### src/hw/rtl/idfq_pkg.sv
package idfq_pkg;

	localparam logic [1:0] CMD_ENQ    = 2'd0;
	localparam logic [1:0] CMD_DEQ    = 2'd1;
	localparam logic [1:0] CMD_FIND   = 2'd2;
	localparam logic [1:0] CMD_REMOVE = 2'd3;

	localparam logic [1:0] ST_OK    = 2'd0;
	localparam logic [1:0] ST_EMPTY = 2'd1;
	localparam logic [1:0] ST_FULL  = 2'd2;

	localparam logic [1:0] OFF_ZERO = 2'd0;
	localparam logic [1:0] OFF_ONE  = 2'd1;
	localparam logic [1:0] OFF_TWO  = 2'd2;

	typedef struct packed {
		logic       load_key;
		logic       wr_enq;
		logic       wr_shift;
		logic       rd_en;
		logic       rd_head;
		logic [1:0] rd_off;
		logic       idx_clr;
		logic       idx_inc;
		logic       pop;
		logic       shrink;
		logic       res_en;
		logic [1:0] res_status;
		logic       res_found;
		logic       res_data;
	} ctl_cmd_t;

	typedef struct packed {
		logic full;
		logic empty;
		logic hit;
		logic idx_last;
		logic next_last;
	} dp_stat_t;

endpackage

### src/hw/rtl/id_fifo_with_search_remove.sv
// Enqueue completes from idle with no busy state; dequeue reads the head entry, then pops
// it. Dequeue, find and remove on an empty queue answer from idle. A search reads entries
// in turn over the single RAM read port; a remove moves each younger entry down a slot.
// busy is low again in the cycle done shows, so a new command can follow at once.
// done is a one-cycle strobe; the receiver cannot stall it.
// Reset clears the controller, head and occupancy; stored entries are left as they are.
module id_fifo_with_search_remove #(
	parameter int QUEUE_DEPTH = 64
) (
	input  logic               clk,
	input  logic               arst_n,
	input  logic               start,
	output logic               busy,
	input  logic [1:0]         cmd,
	input  logic signed [31:0] id_value,
	output logic               done,
	output logic [1:0]         status,
	output logic               found,
	output logic signed [31:0] id_out
);

	import idfq_pkg::*;

	ctl_cmd_t ctl;
	dp_stat_t stat;

	idfq_ctrl u_ctrl (
		.clk   (clk),
		.arst_n(arst_n),
		.start (start),
		.cmd   (cmd),
		.busy  (busy),
		.ctl   (ctl),
		.stat  (stat)
	);

	idfq_dp #(
		.QUEUE_DEPTH(QUEUE_DEPTH)
	) u_dp (
		.clk     (clk),
		.arst_n  (arst_n),
		.id_value(id_value),
		.ctl     (ctl),
		.stat    (stat),
		.done    (done),
		.status  (status),
		.found   (found),
		.id_out  (id_out)
	);

endmodule

### src/hw/rtl/idfq_ram.sv
module idfq_ram #(
	parameter int WIDTH = 32,
	parameter int DEPTH = 64
) (
	input  logic                     clk,
	input  logic                     we,
	input  logic [$clog2(DEPTH)-1:0] waddr,
	input  logic [WIDTH-1:0]         wdata,
	input  logic                     re,
	input  logic [$clog2(DEPTH)-1:0] raddr,
	output logic [WIDTH-1:0]         rdata
);

	logic [WIDTH-1:0] mem_q [DEPTH];

	always_ff @(posedge clk) begin
		if (we) begin
			mem_q[waddr] <= wdata;
		end
		if (re) begin
			rdata <= mem_q[raddr];
		end
	end

endmodule

### src/hw/rtl/idfq_ctrl.sv
module idfq_ctrl (
	input  logic              clk,
	input  logic              arst_n,
	input  logic              start,
	input  logic [1:0]        cmd,
	output logic              busy,
	output idfq_pkg::ctl_cmd_t ctl,
	input  idfq_pkg::dp_stat_t stat
);

	import idfq_pkg::*;

	typedef enum logic [3:0] {
		S_IDLE  = 4'b0001,
		S_DEQ   = 4'b0010,
		S_SCAN  = 4'b0100,
		S_SHIFT = 4'b1000
	} state_t;

	state_t state_q, state_d;
	logic   rm_q;

	always_ff @(posedge clk or negedge arst_n) begin
		if (!arst_n) begin
			state_q <= S_IDLE;
			rm_q    <= 1'b0;
		end else begin
			state_q <= state_d;
			if (state_q == S_IDLE && start) begin
				rm_q <= (cmd == CMD_REMOVE);
			end
		end
	end

	assign busy = (state_q != S_IDLE);

	always_comb begin
		ctl     = '0;
		state_d = state_q;
		case (state_q)
			S_IDLE: begin
				if (start) begin
					ctl.load_key = 1'b1;
					case (cmd)
						CMD_ENQ: begin
							ctl.res_en = 1'b1;
							if (stat.full) begin
								ctl.res_status = ST_FULL;
							end else begin
								ctl.wr_enq     = 1'b1;
								ctl.res_status = ST_OK;
							end
						end
						CMD_DEQ: begin
							if (stat.empty) begin
								ctl.res_en     = 1'b1;
								ctl.res_status = ST_EMPTY;
							end else begin
								ctl.rd_en   = 1'b1;
								ctl.rd_head = 1'b1;
								state_d     = S_DEQ;
							end
						end
						default: begin
							if (stat.empty) begin
								ctl.res_en     = 1'b1;
								ctl.res_status = ST_OK;
							end else begin
								ctl.rd_en   = 1'b1;
								ctl.rd_head = 1'b1;
								ctl.idx_clr = 1'b1;
								state_d     = S_SCAN;
							end
						end
					endcase
				end
			end
			S_DEQ: begin
				ctl.pop        = 1'b1;
				ctl.res_en     = 1'b1;
				ctl.res_status = ST_OK;
				ctl.res_data   = 1'b1;
				state_d        = S_IDLE;
			end
			S_SCAN: begin
				if (stat.hit) begin
					if (!rm_q || stat.idx_last) begin
						ctl.shrink     = rm_q;
						ctl.res_en     = 1'b1;
						ctl.res_status = ST_OK;
						ctl.res_found  = 1'b1;
						state_d        = S_IDLE;
					end else begin
						ctl.rd_en  = 1'b1;
						ctl.rd_off = OFF_ONE;
						state_d    = S_SHIFT;
					end
				end else if (stat.idx_last) begin
					ctl.res_en     = 1'b1;
					ctl.res_status = ST_OK;
					state_d        = S_IDLE;
				end else begin
					ctl.idx_inc = 1'b1;
					ctl.rd_en   = 1'b1;
					ctl.rd_off  = OFF_ONE;
				end
			end
			S_SHIFT: begin
				ctl.wr_shift = 1'b1;
				if (stat.next_last) begin
					ctl.shrink     = 1'b1;
					ctl.res_en     = 1'b1;
					ctl.res_status = ST_OK;
					ctl.res_found  = 1'b1;
					state_d        = S_IDLE;
				end else begin
					ctl.idx_inc = 1'b1;
					ctl.rd_en   = 1'b1;
					ctl.rd_off  = OFF_TWO;
				end
			end
			default: begin
				state_d = S_IDLE;
			end
		endcase
	end

endmodule

### src/hw/rtl/idfq_dp.sv
module idfq_dp #(
	parameter int QUEUE_DEPTH = 64
) (
	input  logic               clk,
	input  logic               arst_n,
	input  logic signed [31:0] id_value,
	input  idfq_pkg::ctl_cmd_t ctl,
	output idfq_pkg::dp_stat_t stat,
	output logic               done,
	output logic [1:0]         status,
	output logic               found,
	output logic signed [31:0] id_out
);

	import idfq_pkg::*;

	localparam int AW = $clog2(QUEUE_DEPTH);
	localparam int CW = $clog2(QUEUE_DEPTH + 1);
	localparam logic [AW+1:0] DEPTH_W = (AW+2)'(QUEUE_DEPTH);
	localparam logic [AW-1:0] LAST_SLOT = AW'(QUEUE_DEPTH - 1);

	logic [AW-1:0] head_q;
	logic [CW-1:0] count_q;
	logic [AW-1:0] idx_q;
	logic [31:0]   key_q;
	logic [31:0]   rdata;
	logic [AW-1:0] raddr;
	logic [AW-1:0] waddr;
	logic [31:0]   wdata;
	logic          we;
	logic          done_q;
	logic [1:0]    status_q;
	logic          found_q;
	logic [31:0]   id_out_q;

	function automatic logic [AW-1:0] phys(input logic [AW-1:0] base, input logic [AW+1:0] lidx);
		logic [AW+1:0] s;
		s = (AW+2)'(base) + lidx;
		if (s >= DEPTH_W) begin
			s = s - DEPTH_W;
		end
		return s[AW-1:0];
	endfunction

	assign raddr = ctl.rd_head ? head_q
		: phys(head_q, (AW+2)'(idx_q) + (AW+2)'(ctl.rd_off));
	assign waddr = ctl.wr_enq ? phys(head_q, (AW+2)'(count_q))
		: phys(head_q, (AW+2)'(idx_q));
	assign wdata = ctl.wr_enq ? id_value : rdata;
	assign we    = ctl.wr_enq | ctl.wr_shift;

	idfq_ram #(
		.WIDTH(32),
		.DEPTH(QUEUE_DEPTH)
	) u_ram (
		.clk  (clk),
		.we   (we),
		.waddr(waddr),
		.wdata(wdata),
		.re   (ctl.rd_en),
		.raddr(raddr),
		.rdata(rdata)
	);

	assign stat.full      = (count_q == CW'(QUEUE_DEPTH));
	assign stat.empty     = (count_q == '0);
	assign stat.hit       = (rdata == key_q);
	assign stat.idx_last  = ((AW+2)'(idx_q) + (AW+2)'(1)) == (AW+2)'(count_q);
	assign stat.next_last = ((AW+2)'(idx_q) + (AW+2)'(2)) == (AW+2)'(count_q);

	always_ff @(posedge clk or negedge arst_n) begin
		if (!arst_n) begin
			head_q  <= '0;
			count_q <= '0;
			idx_q   <= '0;
			done_q  <= 1'b0;
		end else begin
			done_q <= ctl.res_en;
			if (ctl.wr_enq) begin
				count_q <= count_q + CW'(1);
			end else if (ctl.pop || ctl.shrink) begin
				count_q <= count_q - CW'(1);
			end
			if (ctl.pop) begin
				head_q <= (head_q == LAST_SLOT) ? '0 : head_q + AW'(1);
			end
			if (ctl.idx_clr) begin
				idx_q <= '0;
			end else if (ctl.idx_inc) begin
				idx_q <= idx_q + AW'(1);
			end
		end
	end

	always_ff @(posedge clk) begin
		if (ctl.load_key) begin
			key_q <= id_value;
		end
		if (ctl.res_en) begin
			status_q <= ctl.res_status;
			found_q  <= ctl.res_found;
			id_out_q <= ctl.res_data ? rdata : '0;
		end
	end

	assign done   = done_q;
	assign status = status_q;
	assign found  = found_q;
	assign id_out = id_out_q;

endmodule

### config.mk
export PLATFORM = sky130hd
export DESIGN_NAME = id_fifo_with_search_remove
export DESIGN_NICKNAME = d
export VERILOG_FILES = /design/src/hw/rtl/idfq_pkg.sv /design/src/hw/rtl/id_fifo_with_search_remove.sv /design/src/hw/rtl/idfq_ram.sv /design/src/hw/rtl/idfq_ctrl.sv /design/src/hw/rtl/idfq_dp.sv
export SDC_FILE = /design/constraint.sdc
export NUM_CORES = 2
export LEC_CHECK = 0
export BUFFER_PORTS_ARGS = -buffer_cell sky130_fd_sc_hd__buf_2
export CORE_MARGIN = 8
export CORE_UTILIZATION = 25
export DETAILED_ROUTE_END_ITERATION = 16
export HOLD_SLACK_MARGIN = 0.15
export PLACE_DENSITY = 0.45
export SYNTH_ARGS = -nofsm -noshare
export SYNTH_HDL_FRONTEND = slang
export SYNTH_HIERARCHICAL = 1
export SYNTH_SLANG_ARGS = --single-unit
### constraint.sdc
create_clock -name clk -period 8.6 [get_ports clk]
set_clock_uncertainty 0.2 [all_clocks]
set_input_delay 2.15 -clock clk [delete_from_list [all_inputs] [get_ports clk]]
set_output_delay 2.15 -clock clk [all_outputs]
set_load 0.03 [all_outputs]
==> impl_metrics.json <==
{
  "cts_htree_levels": 4,
  "switchingPower_uw": 12400,
  "syn_area_sq_um": 84200,
  "min_delay_worst_endpoint": "u_dp/head_q[2]$_DFFE_PN0P_",
  "ys_seq_area_share_pct": 77.3,
  "synth_area_leaders": "edfxtp_1, mux4_2, mux2i_1",
  "wl_per_cell_microns": 28.2,
  "design_area_sq_um": 98600,
  "die-area_sq_um": 356000,
  "grt-ovfl-total": 0,
  "path_cells": "xor2_1, buf_4, nor4_2, buf_4, nand4_1, nor2_1, a211oi_2, inv_1, fa_1, inv_1, ha_1, inv_1, fa_1, mux2i_4, buf_12, buf_4, mux4_2, mux2i_1, nor2_1, a311oi_1, nor3_1",
  "numCtsBuffers": 230,
  "synth_seq_cells": 2172,
  "postSynthAreaPerCell_sq_um": 22.3,
  "clkLatencyLatePin_ns": 0.85,
  "grt_max_degree": 87,
  "initial_utilization_pct": 25.1,
  "synthToLayoutAreaGrowth_pct": 17.1,
  "grt_pass1_vias": 40885,
  "ant_nets": 0,
  "synthFlopType": "edfxtp_1",
  "seq_power_share_pct": 38.5,
  "grt_pass1_wl_mm": 343,
  "wl_met1_mm": 109,
  "nFillCells": 32629,
  "rows": 213,
  "clock_sink_count": 2172,
  "core_area_sq_um": 336000,
  "portBuffers": 73,
  "path_clk_slew_ns": 0.06,
  "r2r_end": "u_dp/u_ram/rdata[17]$_DFFE_PP_",
  "path_class": "reg2reg",
  "cap_violations": 0,
  "cp.arrival_ns": 7.89,
  "ios": 74,
  "antenna_found_initial": 17,
  "drive_above_1_share_pct": 29.2,
  "intPower_uw": 23800,
  "multi_input_comb_area_sq_um": 18700,
  "syn_inst": 3776,
  "fmax_mhz": 133,
  "drv_slew": 0,
  "cts_resized": 0,
  "whs_path_depth": 1,
  "synth_fp_nets": 3838,
  "vdd_drop_max_mv": 0.362,
  "dieHeight_microns": 597,
  "cts-hold-fix-buffers": 0,
  "synth-edff-count": 2147,
  "gp_congestion": 0.787,
  "setup_violations": 0,
  "final_nets": 4112,
  "drt-initial-drc-count": 4057,
  "pre_cts_ws_ns": 1.02,
  "ff2ff_setup_slack_ns": 1.06,
  "p_leak_uw": 0.0296,
  "whs_ns": 0.389,
  "post-route-min-period_ns": 7.54,
  "hold_viol_final": 0,
  "rsz0062_at_grt": "false",
  "r2r-start": "u_dp/u_ram/rdata[23]$_DFFE_PP_",
  "cts_buffer_depth": 3,
  "tightest_slew_ns": 1.46,
  "end_kind": "register",
  "slew_headroom_pct": 2.95,
  "r2r_cells": 21,
  "drc": 0,
  "fin_ws_ns": 1.06,
  "vias_per_cell": 4.59,
  "worstSetupStartpointType": "register",
  "powerDensity_nw_per_um2": 367,
  "drt_pass1_iterations": 5,
  "switching_share_pct": 34.3,
  "post_dp_cell_area_sq_um": 91500,
  "ys_warn_count": 6,
  "synth_top_cell_by_area": "edfxtp_1",
  "die_w_microns": 597,
  "ys_types": 69,
  "grt_use_total_pct": 13.6,
  "required_ns": 8.95,
  "cts_tree": "done",
  "root_buffer": "clkbuf_16",
  "pwr-share-clk_pct": 26.0,
  "min-delay-start": "u_dp/head_q[2]$_DFFE_PN0P_",
  "slowest_delay_ns": 0.78,
  "dr_wl_met2_mm": 120,
  "synth_top_area_share_pct": 76.5,
  "dpl.hpwl_mm": 149,
  "ff_latch_area_sq_um": 65100,
  "cts_setup_buffers": 0,
  "timing.final.crit_share_pct": 87.7,
  "crit_slowest_cell": "edfxtp_1",
  "status": "completed",
  "p_comb_share_pct": 35.5,
  "wl_met3_mm": 13.8,
  "finish.utilization_pct": 29.3,
  "via_count": 40215,
  "path_max_fanout": 38,
  "hp-class": "reg2reg",
  "top_layer": "met4",
  "async_flop_share_pct": 1.15,
  "drt-total-wl_mm": 247
}
cells in the final DEF, fill, tap and decap left out, types with 18 or more instances in the layout:
master	instances
edfxtp_1	2147
mux4_2	544
clkbuf_16	232
buf_4	147
nor2_1	98
mux2i_1	97
o22ai_1	89
buf_2	73
a21oi_1	73
clkbuf_1	65
nor2_4	62
clkinv_1	52
nand2_1	50
xor2_1	48
clkinv_2	40
and2_1	34
o221ai_1	27
dfrtp_1	24
inv_1	23
buf_12	23
mux2_2	21
ha_1	20
mux2_4	18
worst max-delay path by stage:
| stage | depth (start not counted) | to | slack, ns | start |
|---|---|---|---|---|
| floorplan | 14 | u_dp/u_ram/mem_q[48][0]$_DFFE_PP_ | 0.79 | start |
| global placement | 20 | u_dp/u_ram/rdata[2]$_DFFE_PP_ | -0.03 | u_dp/u_ram/rdata[23]$_DFFE_PP_ |
| detailed placement | 21 | u_dp/u_ram/rdata[2]$_DFFE_PP_ | 1.02 | u_dp/u_ram/rdata[23]$_DFFE_PP_ |
| CTS | 21 | u_dp/u_ram/rdata[2]$_DFFE_PP_ | 0.99 | u_dp/u_ram/rdata[23]$_DFFE_PP_ |
| global route | 21 | u_dp/u_ram/rdata[2]$_DFFE_PP_ | 0.79 | u_dp/u_ram/rdata[23]$_DFFE_PP_ |
| finish | 21 | u_dp/u_ram/rdata[17]$_DFFE_PP_ | 1.06 | u_dp/u_ram/rdata[23]$_DFFE_PP_ |
flip-flops by register name, indices dropped and copies added, names as in the netlist:
register and flops:
u_dp/found 1, u_ctrl/rm_q 1, u_dp/done 1, u_dp/u_ram/mem_q 2048, u_dp/key_q 32, u_dp/u_ram/rdata 32, u_dp/head_q 6, u_ctrl/state_q 4
u_dp/id_out 32, u_dp/status 2, u_dp/idx_q 6, u_dp/count_q 7
cells in the mapped netlist, types with 3 or more instances:
cell and instances:
mux4_2 544, nand3_1 7, and2_1 34, nand3b_1 7, a21oi_1 73, clkbuf_1 78
nor2_1 160, mux2_2 39, nand2b_1 14, ha_1 20, o221ai_1 28, a41o_1 4
nand2_1 50, buf_1 21, buf_4 27, xor2_1 48, o21ai_0 17, or3_1 5
xnor2_1 18, o32ai_1 4, a22oi_1 12, nor3_1 12, and3_1 9, edfxtp_1 2147
buf_6 9, nor2b_1 16, inv_1 23, mux2i_1 99, a311oi_1 9, buf_2 63
nand4_1 6, nor4_1 10, fa_1 5, or3b_2 3, dfrtp_1 24, o22ai_1 89
stage by stage:
step	setup TNS, ns	power [uW]	instances
after floorplan	0	22000	3776
after global placement	-0.0327	27300	8331
after detailed placement	0	27300	8333
after CTS	0	36800	8759
after global routing	0	37600	8760
final	0	36200	8762
power groups by stage:
stage	sequential (uW)	clock (uW)	combinational, uW
after floorplan	13900	0	8030
after detailed placement	14100	0	13200
after global placement	14100	0	13100
final	13900	9410	12800
after CTS	13900	9660	13200
after global routing	13900	10000	13600
critical path: cells and delay by family, from the launching register on:
family / cells / cell delay (ns)
adder cells (fa/ha/maj): 3 / 0.82
AO/OA/AOI/OAI: 2 / 0.97
multiplexers: 3 / 1.38
buffers and inverters: 7 / 1.42
flip-flops: 1 / 0.78
AND/OR/NAND/NOR: 5 / 1.33
XOR/XNOR: 1 / 0.19
area by class of cell:
class | count | area share, %
well taps | 4515 | 5.73
clock buffers | 305 | 6.25
inverters | 23 | 0.0875
flip-flops and latches | 2172 | 66.0
diodes | 3 | 0.00761
multi-input cells | 1380 | 19.0
repair buffers | 243 | 1.96
clock inverters | 121 | 0.973
logic make-up after synthesis:
kind of cell    after synthesis  share of synthesized area [%]
buf+inv                     224                           1.32
mux                         683                           16.3
flops                      2172                           77.3
xor+xnor                     67                          0.705
simple gates                354                           2.10
fa+ha+maj                    25                          0.416
compound gates              251                           1.93
routing by layer:
metal / GRT usage (%) / vias up
li1: - / 16496
met1: 18.9 / 22203
met2: 22.5 / 1245
met3: 2.18 / 271
met4: 2.73 / 0
met5: 0 / -
Power figures use the tool's default switching activity.
